--- config.mk ---
export PLATFORM = sky130hd
export DESIGN_NAME = bitmap_index_allocator
export DESIGN_NICKNAME = d
export VERILOG_FILES = /design/src/rtl/core/bia_pkg.sv /design/src/rtl/core/bia_ram.sv /design/src/rtl/core/bia_word_unit.sv /design/src/rtl/core/bitmap_index_allocator.sv
export SDC_FILE = /design/constraint.sdc
export NUM_CORES = 2
export LEC_CHECK = 0
export BUFFER_PORTS_ARGS = -buffer_cell sky130_fd_sc_hd__buf_4
export CAP_MARGIN = 10
export CORE_ASPECT_RATIO = 1.25
export CORE_MARGIN = 2
export CORE_UTILIZATION = 45
export CTS_BUF_LIST = sky130_fd_sc_hd__clkbuf_8
export CTS_CLUSTER_SIZE = 8
export DETAILED_ROUTE_END_ITERATION = 7
export GPL_ROUTABILITY_DRIVEN = 0
export PLACE_DENSITY = 0.62
export SKIP_CTS_REPAIR_TIMING = 1
export SYNTH_ARGS = -nofsm -noshare
export SYNTH_HDL_FRONTEND = slang
export SYNTH_HIERARCHICAL = 1
export SYNTH_SLANG_ARGS = --single-unit
--- constraint.sdc ---
create_clock -name i_clk -period 28 [get_ports i_clk]
set_input_delay 1.4 -clock i_clk [delete_from_list [all_inputs] [get_ports i_clk]]
set_output_delay 1.4 -clock i_clk [all_outputs]
set_load 0.01 [all_outputs]
--- src/rtl/core/bia_pkg.sv ---
package bia_pkg;

    localparam int CAPACITY  = 1024;
    localparam int WORD_BITS = 64;
    localparam int MAP_WORDS = (CAPACITY + WORD_BITS - 1) / WORD_BITS;
    localparam int BIT_W     = $clog2(WORD_BITS);
    localparam int WADDR_W   = $clog2(MAP_WORDS);
    localparam int IDX_W     = 10;
    localparam int CNT_W     = 11;

    localparam logic FUNC_ALLOC = 1'b0;
    localparam logic FUNC_FREE  = 1'b1;

    typedef enum logic [1:0] {
        ST_OK   = 2'd0,
        ST_FULL = 2'd1,
        ST_BAD  = 2'd2
    } t_status;

    // Verdict of the word unit on the bitmap word at hand.
    typedef struct packed {
        logic                 found;
        logic                 last;
        logic                 bit_set;
        logic [BIT_W-1:0]     pos;
        logic [WORD_BITS-1:0] new_word;
    } t_unit_res;

endpackage

--- src/rtl/core/bia_ram.sv ---
module bia_ram #(
    parameter int WIDTH = 64,
    parameter int DEPTH = 16,
    parameter int AW    = $clog2(DEPTH)
) (
    input  logic             i_clk,
    input  logic             i_we,
    input  logic [AW-1:0]    i_waddr,
    input  logic [WIDTH-1:0] i_wdata,
    input  logic             i_re,
    input  logic [AW-1:0]    i_raddr,
    output logic [WIDTH-1:0] o_rdata
);

    logic [WIDTH-1:0] r_mem [DEPTH];
    logic [WIDTH-1:0] r_rdata;

    always_ff @(posedge i_clk) begin
        if (i_we) begin
            r_mem[i_waddr] <= i_wdata;
        end
        if (i_re) begin
            r_rdata <= r_mem[i_raddr];
        end
    end

    assign o_rdata = r_rdata;

endmodule

--- src/rtl/core/bia_word_unit.sv ---
module bia_word_unit (
    input  logic [bia_pkg::WORD_BITS-1:0] i_word,
    input  logic [bia_pkg::WADDR_W-1:0]   i_word_addr,
    input  logic [bia_pkg::CNT_W-1:0]     i_active,
    input  logic                          i_func,
    input  logic [bia_pkg::BIT_W-1:0]     i_bit_pos,
    output bia_pkg::t_unit_res            o_res
);
    import bia_pkg::*;

    logic [CNT_W:0]       base;
    logic [CNT_W:0]       act_x;
    logic [CNT_W:0]       rem;
    logic [WORD_BITS-1:0] range_mask;
    logic [WORD_BITS-1:0] avail;
    logic [WORD_BITS-1:0] lowest;
    logic [BIT_W-1:0]     pos;

    assign base  = (CNT_W+1)'({i_word_addr, {BIT_W{1'b0}}});
    assign act_x = (CNT_W+1)'(i_active);
    assign rem   = act_x - base;

    // Treat bits at or above the active count as taken.
    always_comb begin
        if (act_x <= base) begin
            range_mask = '0;
        end else if (rem >= (CNT_W+1)'(WORD_BITS)) begin
            range_mask = '1;
        end else begin
            range_mask = ~({WORD_BITS{1'b1}} << rem[BIT_W-1:0]);
        end
    end

    assign avail  = ~i_word & range_mask;
    assign lowest = avail & (~avail + WORD_BITS'(1));

    always_comb begin
        pos = '0;
        for (int b = 0; b < WORD_BITS; b++) begin
            if (lowest[b]) begin
                pos = pos | BIT_W'(b);
            end
        end
    end

    always_comb begin
        o_res.found   = |avail;
        o_res.last    = (base + (CNT_W+1)'(WORD_BITS) >= act_x)
                     || (i_word_addr == WADDR_W'(MAP_WORDS - 1));
        o_res.bit_set = i_word[i_bit_pos];
        o_res.pos     = pos;
        if (i_func == FUNC_ALLOC) begin
            o_res.new_word = i_word | lowest;
        end else begin
            o_res.new_word = i_word & ~(WORD_BITS'(1) << i_bit_pos);
        end
    end

endmodule

--- src/rtl/core/bitmap_index_allocator.sv ---
// First-fit bitmap allocator over up to 1024 entries, kept as sixteen 64-bit
// words in a RAM that reads as all free after reset. Raise start with func and
// entry_index while busy is low; the word is taken at that edge. Exactly one
// result word follows, shown for a single cycle with o_result_valid high; the
// receiver cannot stall it, so sample it on that cycle. A rejected item (free
// beyond the active count, or allocate with no free entry) gives its result in
// the cycle after acceptance and never raises busy. A free that passes the
// range check takes one RAM read, then a bit test and write-back. An allocate
// reads the bitmap words in turn, 1 to 16 of them, up to the first one with a
// clear bit in range; the RAM read port and the word unit handle one word per
// cycle. The next item may be started in the cycle its predecessor's result is
// shown. Write active_count through the config channel only while idle; a start
// in the same cycle wins and holds the write off. Values above 1024 act as 1024.
module bitmap_index_allocator (
    input  logic                        i_clk,
    input  logic                        i_rst_n,
    input  logic                        start,
    output logic                        busy,
    input  logic                        i_func,
    input  logic [bia_pkg::IDX_W-1:0]   i_entry_index,
    input  logic                        i_cfg_valid,
    output logic                        o_cfg_ready,
    input  logic [bia_pkg::CNT_W-1:0]   i_cfg_data,
    output logic                        o_result_valid,
    output logic [1:0]                  o_status,
    output logic [bia_pkg::IDX_W-1:0]   o_result_index,
    output logic [bia_pkg::CNT_W-1:0]   o_free_count
);
    import bia_pkg::*;

    typedef enum logic {
        S_IDLE,
        S_SCAN
    } t_state;

    t_state               r_state, n_state;
    logic                 r_func, n_func;
    logic [BIT_W-1:0]     r_bit_pos, n_bit_pos;
    logic [WADDR_W-1:0]   r_word_addr, n_word_addr;
    logic [CNT_W-1:0]     r_used, n_used;
    logic [CNT_W-1:0]     r_active;
    logic [MAP_WORDS-1:0] r_word_valid;
    logic                 r_rd_valid;

    logic                 r_out_valid;
    t_status              r_out_status;
    logic [IDX_W-1:0]     r_out_index;
    logic [CNT_W-1:0]     r_out_free;

    logic [CNT_W-1:0]     act_eff;
    logic [CNT_W-1:0]     free_now;
    logic [CNT_W-1:0]     free_after;
    logic [WORD_BITS-1:0] ram_q;
    logic [WORD_BITS-1:0] word_q;
    logic                 rd_en;
    logic [WADDR_W-1:0]   rd_addr;
    logic                 wr_en;
    logic                 finish;
    t_status              fin_status;
    logic [IDX_W-1:0]     fin_index;
    t_unit_res            unit_res;

    assign busy        = (r_state != S_IDLE);
    // Hold the config write off while an item is taken, so the whole item
    // sees one active count.
    assign o_cfg_ready = ~busy & ~start;

    // Saturate the active count at capacity.
    assign act_eff  = (r_active > CNT_W'(CAPACITY)) ? CNT_W'(CAPACITY) : r_active;
    assign free_now = (act_eff > r_used) ? act_eff - r_used : '0;

    // A word never written since reset reads as all free.
    assign word_q = r_rd_valid ? ram_q : '0;

    bia_ram #(
        .WIDTH (WORD_BITS),
        .DEPTH (MAP_WORDS)
    ) u_map_ram (
        .i_clk   (i_clk),
        .i_we    (wr_en),
        .i_waddr (r_word_addr),
        .i_wdata (unit_res.new_word),
        .i_re    (rd_en),
        .i_raddr (rd_addr),
        .o_rdata (ram_q)
    );

    bia_word_unit u_word_unit (
        .i_word      (word_q),
        .i_word_addr (r_word_addr),
        .i_active    (act_eff),
        .i_func      (r_func),
        .i_bit_pos   (r_bit_pos),
        .o_res       (unit_res)
    );

    // Sequencer: accept in idle, then test one word for a free or walk the map one word per cycle for an allocate.
    always_comb begin
        n_state     = r_state;
        n_func      = r_func;
        n_bit_pos   = r_bit_pos;
        n_word_addr = r_word_addr;
        n_used      = r_used;
        rd_en       = 1'b0;
        rd_addr     = r_word_addr;
        wr_en       = 1'b0;
        finish      = 1'b0;
        fin_status  = ST_OK;
        fin_index   = '0;
        case (r_state)
            S_IDLE: begin
                if (start) begin
                    n_func    = i_func;
                    n_bit_pos = i_entry_index[BIT_W-1:0];
                    if (i_func == FUNC_ALLOC) begin
                        if (free_now == '0) begin
                            finish     = 1'b1;
                            fin_status = ST_FULL;
                        end else begin
                            rd_en       = 1'b1;
                            rd_addr     = '0;
                            n_word_addr = '0;
                            n_state     = S_SCAN;
                        end
                    end else begin
                        if (CNT_W'(i_entry_index) >= act_eff) begin
                            finish     = 1'b1;
                            fin_status = ST_BAD;
                        end else begin
                            rd_en       = 1'b1;
                            rd_addr     = i_entry_index[IDX_W-1:BIT_W];
                            n_word_addr = i_entry_index[IDX_W-1:BIT_W];
                            n_state     = S_SCAN;
                        end
                    end
                end
            end
            S_SCAN: begin
                if (r_func == FUNC_ALLOC) begin
                    if (unit_res.found) begin
                        // Set the lowest free bit and write the word back.
                        wr_en      = 1'b1;
                        n_used     = r_used + CNT_W'(1);
                        finish     = 1'b1;
                        fin_status = ST_OK;
                        fin_index  = {r_word_addr, unit_res.pos};
                        n_state    = S_IDLE;
                    end else if (unit_res.last) begin
                        finish     = 1'b1;
                        fin_status = ST_FULL;
                        n_state    = S_IDLE;
                    end else begin
                        // Advance to the next word.
                        rd_en       = 1'b1;
                        rd_addr     = r_word_addr + WADDR_W'(1);
                        n_word_addr = r_word_addr + WADDR_W'(1);
                    end
                end else begin
                    if (!unit_res.bit_set) begin
                        finish     = 1'b1;
                        fin_status = ST_BAD;
                    end else begin
                        wr_en  = 1'b1;
                        n_used = (r_used != '0) ? r_used - CNT_W'(1) : r_used;
                        finish = 1'b1;
                    end
                    n_state = S_IDLE;
                end
            end
            default: begin
                n_state = S_IDLE;
            end
        endcase
    end

    assign free_after = (act_eff > n_used) ? act_eff - n_used : '0;

    // State, counters and the result register.
    always_ff @(posedge i_clk) begin
        if (!i_rst_n) begin
            r_state      <= S_IDLE;
            r_used       <= '0;
            r_out_valid  <= 1'b0;
            r_func       <= FUNC_ALLOC;
            r_bit_pos    <= '0;
            r_word_addr  <= '0;
        end else begin
            r_state     <= n_state;
            r_used      <= n_used;
            r_func      <= n_func;
            r_bit_pos   <= n_bit_pos;
            r_word_addr <= n_word_addr;
            r_out_valid <= finish;
            if (finish) begin
                r_out_status <= fin_status;
                r_out_index  <= fin_index;
                r_out_free   <= free_after;
            end
        end
    end

    // Per-word valid bits stand in for clearing the RAM at reset.
    always_ff @(posedge i_clk) begin
        if (!i_rst_n) begin
            r_word_valid <= '0;
            r_rd_valid   <= 1'b0;
        end else begin
            if (wr_en) begin
                r_word_valid[r_word_addr] <= 1'b1;
            end
            if (rd_en) begin
                r_rd_valid <= r_word_valid[rd_addr];
            end
        end
    end

    always_ff @(posedge i_clk) begin
        if (!i_rst_n) begin
            r_active <= CNT_W'(CAPACITY);
        end else if (i_cfg_valid && o_cfg_ready) begin
            r_active <= i_cfg_data;
        end
    end

    assign o_result_valid = r_out_valid;
    assign o_status       = r_out_status;
    assign o_result_index = r_out_index;
    assign o_free_count   = r_out_free;

endmodule

==> out/results.tsv <==
stage	metric	value	unit
floorplanning	IO Count	52	
yosys	portion of synthesized cell area occupied by the leading cell type	0.6520	
final_layout	area growth from synthesis to layout	10.71	%
placed_design	placed wire-length estimate	86080	um
setup_path	Worst Setup End Kind	flop	
yosys	synthesized instance count	3244	
clocking	H-tree levels	4	
drt	post-detailed-route via-to-cell ratio	6.464	
pwr	ratio of total power to cell area	68.81	mW/mm^2
yosys	most used flip-flop cell after synthesis	edfxtp_1	
yosys	Mean Syn Cell Area	15.77	sq um
yosys	fraction of synthesis flops using an asynchronous set or reset pin	0	
setup_path	worst-case reg-to-reg path depth	26	
floorplanning	Die Area	0.1164	sq mm
yosys	proportion of synthesized chip area in sequential cells	0.6724	
final_layout	share of post-route cells with drive strength above 1	0.2056	
setup_path	crit-path max FO	56	
placed_design	post-placement setup slack	16590	ps
yosys	cell with the most instances after synthesis	edfxtp_1	
drt	number of antenna-violating nets in the routed design	0	
status	violated checks	design-rule violations	
drt	number of DRC markers in iteration 0	4315	
timing	max-slew violation count	0	
setup_path	end of the worst register-to-register path	u_map_ram/o_rdata[33]	
clocking	Num CTS Buffers	175	
timing	clock skew	51.23	ps
yosys	Yosys warnings	6	
global_routing	overall overflow remaining after global route	0	
floorplanning	die extent in x	305.6	um
setup_path	beginning of the worst register-to-register path	r_active[10]	
drt	DRC	7	
clocking	clock slew seen by the registers of the worst setup and hold paths	60	ps
placed_design	total instance count after detailed placement	4693	
placed_design	number of port buffers	51	
timing	Tcrit/Tclk final	0.4150	
timing	final setup fails	0	
setup_path	Worst R2R Setup Slack	16380	ps
pwr	Leak	0.01824	uW
yosys	Syn Std Cell Area	0.05117	sq mm
clocking	TritonCTS clock tree	yes	
drt	total number of vias	32070	
yosys	commonest cells in the netlist	edfxtp_1 (1111), mux4_2 (277), nand2_1 (262)	
timing	transition time at the pin with the least slew margin	1252	ps
clocking	number of buffers between clock root and the deepest sink	3	
final_layout	non-filler instance count after layout	4961	
clocking	clock latency on the worst-skew pair	900	ps
timing	total count of hold-check failures in the final report	0	
timing	remaining max-slew budget at the tightest pin	0.1439	
global_routing	Total GRT Usage	0.2580	
timing	final setup TNS	0	ps
worst_hold_path	hold path cells	2	
drt	DR WL/cell	30.24	um
timing	time the final worst path needs with I/O delays and setup	11620	ps
worst_hold_path	hold_sp	r_active[7]	
global_routing	antenna violations before repair	5	
floorplanning	Row Count	138	
global_routing	pin count of the biggest net entering global routing	86	
drt	total iterations of the first detailed-routing run	8	
drt	total routed wirelength	150000	um
yosys	dominant cells by area after synthesis	edfxtp_1 (65%), mux4_2 (12%), dfxtp_1 (2.0%)	
setup_path	crit path DAT	12230	ps
clocking	buffer type at the clock tree root	clkbuf_8	
worst_hold_path	hold worst-path end	r_active[7]	
timing	maximum frequency from static timing analysis	0.08605	GHz
yosys	flip-flop and latch count after synthesis	1163	
final_layout	number of filler cells placed in the layout	9291	
floorplanning	initial core utilization	0.4524	
pwr	Max IR drop VDD	0.04476	mV
global_routing	wire length of the first global-routing pass	217400	um
worst_hold_path	HP Class	flop to flop	
yosys	net count of the mapped netlist	3321	
status	run status	complete, but fails checks	
setup_path	startpoint kind of the worst setup timing path	flop	
setup_path	type of the setup path with the least slack	flop to flop	
final_layout	total number of nets in the final design	3483	
run	Max-cap violations	0	
global_routing	number of global-route vias before repair	31590	
yosys	number of distinct library cell variants in the gate-level netlist after synthesis	96	
setup_path	required arrival time at the worst endpoint	28610	ps
floorplanning	height of the die	381	um
yosys	number of flops mapped to enable cells by yosys	1111	
yosys	Synth area leader	edfxtp_1	
clocking	clock net sink count	1163	
timing	RSZ-0062 raised after global routing	no	
timing	final worst slack	16380	ps
floorplanning	core footprint	0.1131	sq mm
-- metrics by stage --
step,utilization,total power (uW),instance area [sq um],hold slack (ps)
finish,0.5009,3898,56650,460.1
floorplan,-,2463,51170,435.1
global placement,0.4742,2672,53640,446.5
global route,0.5008,4039,56640,473.6
detailed placement,0.4742,2677,53640,452.8
CTS,0.5003,3909,56590,462.3
-- cell families (layout without fill, tap and decap cells) --
group                    Yosys count  after routing  synth area share
AO/OA/AOI/OAI                    654            654           0.08703
adder cells (fa/ha/maj)           51             51           0.01291
other                              0              3                 0
AND/OR/NAND/NOR                  822            822           0.07925
buffers and inverters            248            492           0.02137
multiplexers                     283            283            0.1231
XOR/XNOR                          23             23          0.003937
flip-flops                      1163           1163            0.6724
-- placed cells by master, fill, tap and decap left out, types with 92 or more instances in the layout --
master / instances
and2_1: 95
buf_4: 162
o21ai_0: 149
nor2_1: 135
edfxtp_1: 1111
clkbuf_8: 179
nand2_1: 261
inv_1: 111
mux4_2: 277
a21oi_1: 92
a22oi_1: 130
-- registers in the layout (all words and copies together) (netlist names) --
| signal | flops |
|---|---|
| r_word_valid | 16 |
| r_rd_valid | 1 |
| o_result_index | 10 |
| u_map_ram/o_rdata | 64 |
| r_used | 11 |
| r_word_addr | 4 |
| r_func | 1 |
| r_bit_pos | 6 |
| busy | 1 |
| o_result_valid | 1 |
| u_map_ram/r_mem | 1024 |
| o_free_count | 11 |
| o_status | 2 |
| r_active | 11 |
-- metal layers --
layer | wire, um | GRT usage | vias up
met5 | 69 | 0 | -
li1 | - | - | 13379
met2 | 70190 | 0.4032 | 1846
met1 | 56790 | 0.3354 | 16345
met3 | 14370 | 0.06297 | 490
met4 | 8626 | 0.1354 | 10
-- worst max path at each step --
stage	startpoint	endpoint	slack, ps
floorplan	r_active[10]	u_map_ram/r_mem[0][0]	18270
global placement	r_active[10]	u_map_ram/o_rdata[17]	16800
detailed placement	r_active[10]	u_map_ram/o_rdata[20]	16590
CTS	r_active[10]	u_map_ram/o_rdata[61]	16540
global route	r_active[10]	u_map_ram/o_rdata[33]	15430
finish	r_active[10]	u_map_ram/o_rdata[33]	16380
-- worst max-delay path, cell delays in order, from the launching register on --
cell and delay (ps):
dfxtp_1 510, nand2b_1 270, inv_1 100, inv_1 70, ha_1 220, fa_1 450
xor2_1 820, nand2_1 640, a221oi_1 400, a211oi_1 170, nor4_1 660, a21oi_1 200
nor2_1 610, nand3_1 710, or3_1 570, or3b_2 600, or3_1 580, nor2_1 140
a31oi_1 80, and2_1 220, a21o_4 230, inv_8 450, buf_4 810, buf_4 810
mux4_2 590, a22oi_1 220, nand2_1 70
-- final cells by class --
type	count	area, sq um	share of cell area
antenna	3	7.507	0.0001325
inverter	68	270.3	0.004771
sequential	1163	34410	0.6074
clock buffer	177	2436	0.04300
tap	1470	1839	0.03247
timing repair buffer	165	1249	0.02204
clock inverter	82	514.2	0.009078
multi-input combinational	1833	15930	0.2811
-- power breakdown --
group,switching [uW],internal (uW),total [uW]
logic,422,228,650
registers,25.9,1990,2010
clock network,640,597,1240
total,1090,2810,3900
No activity file was read; power rests on OpenSTA's default activity.
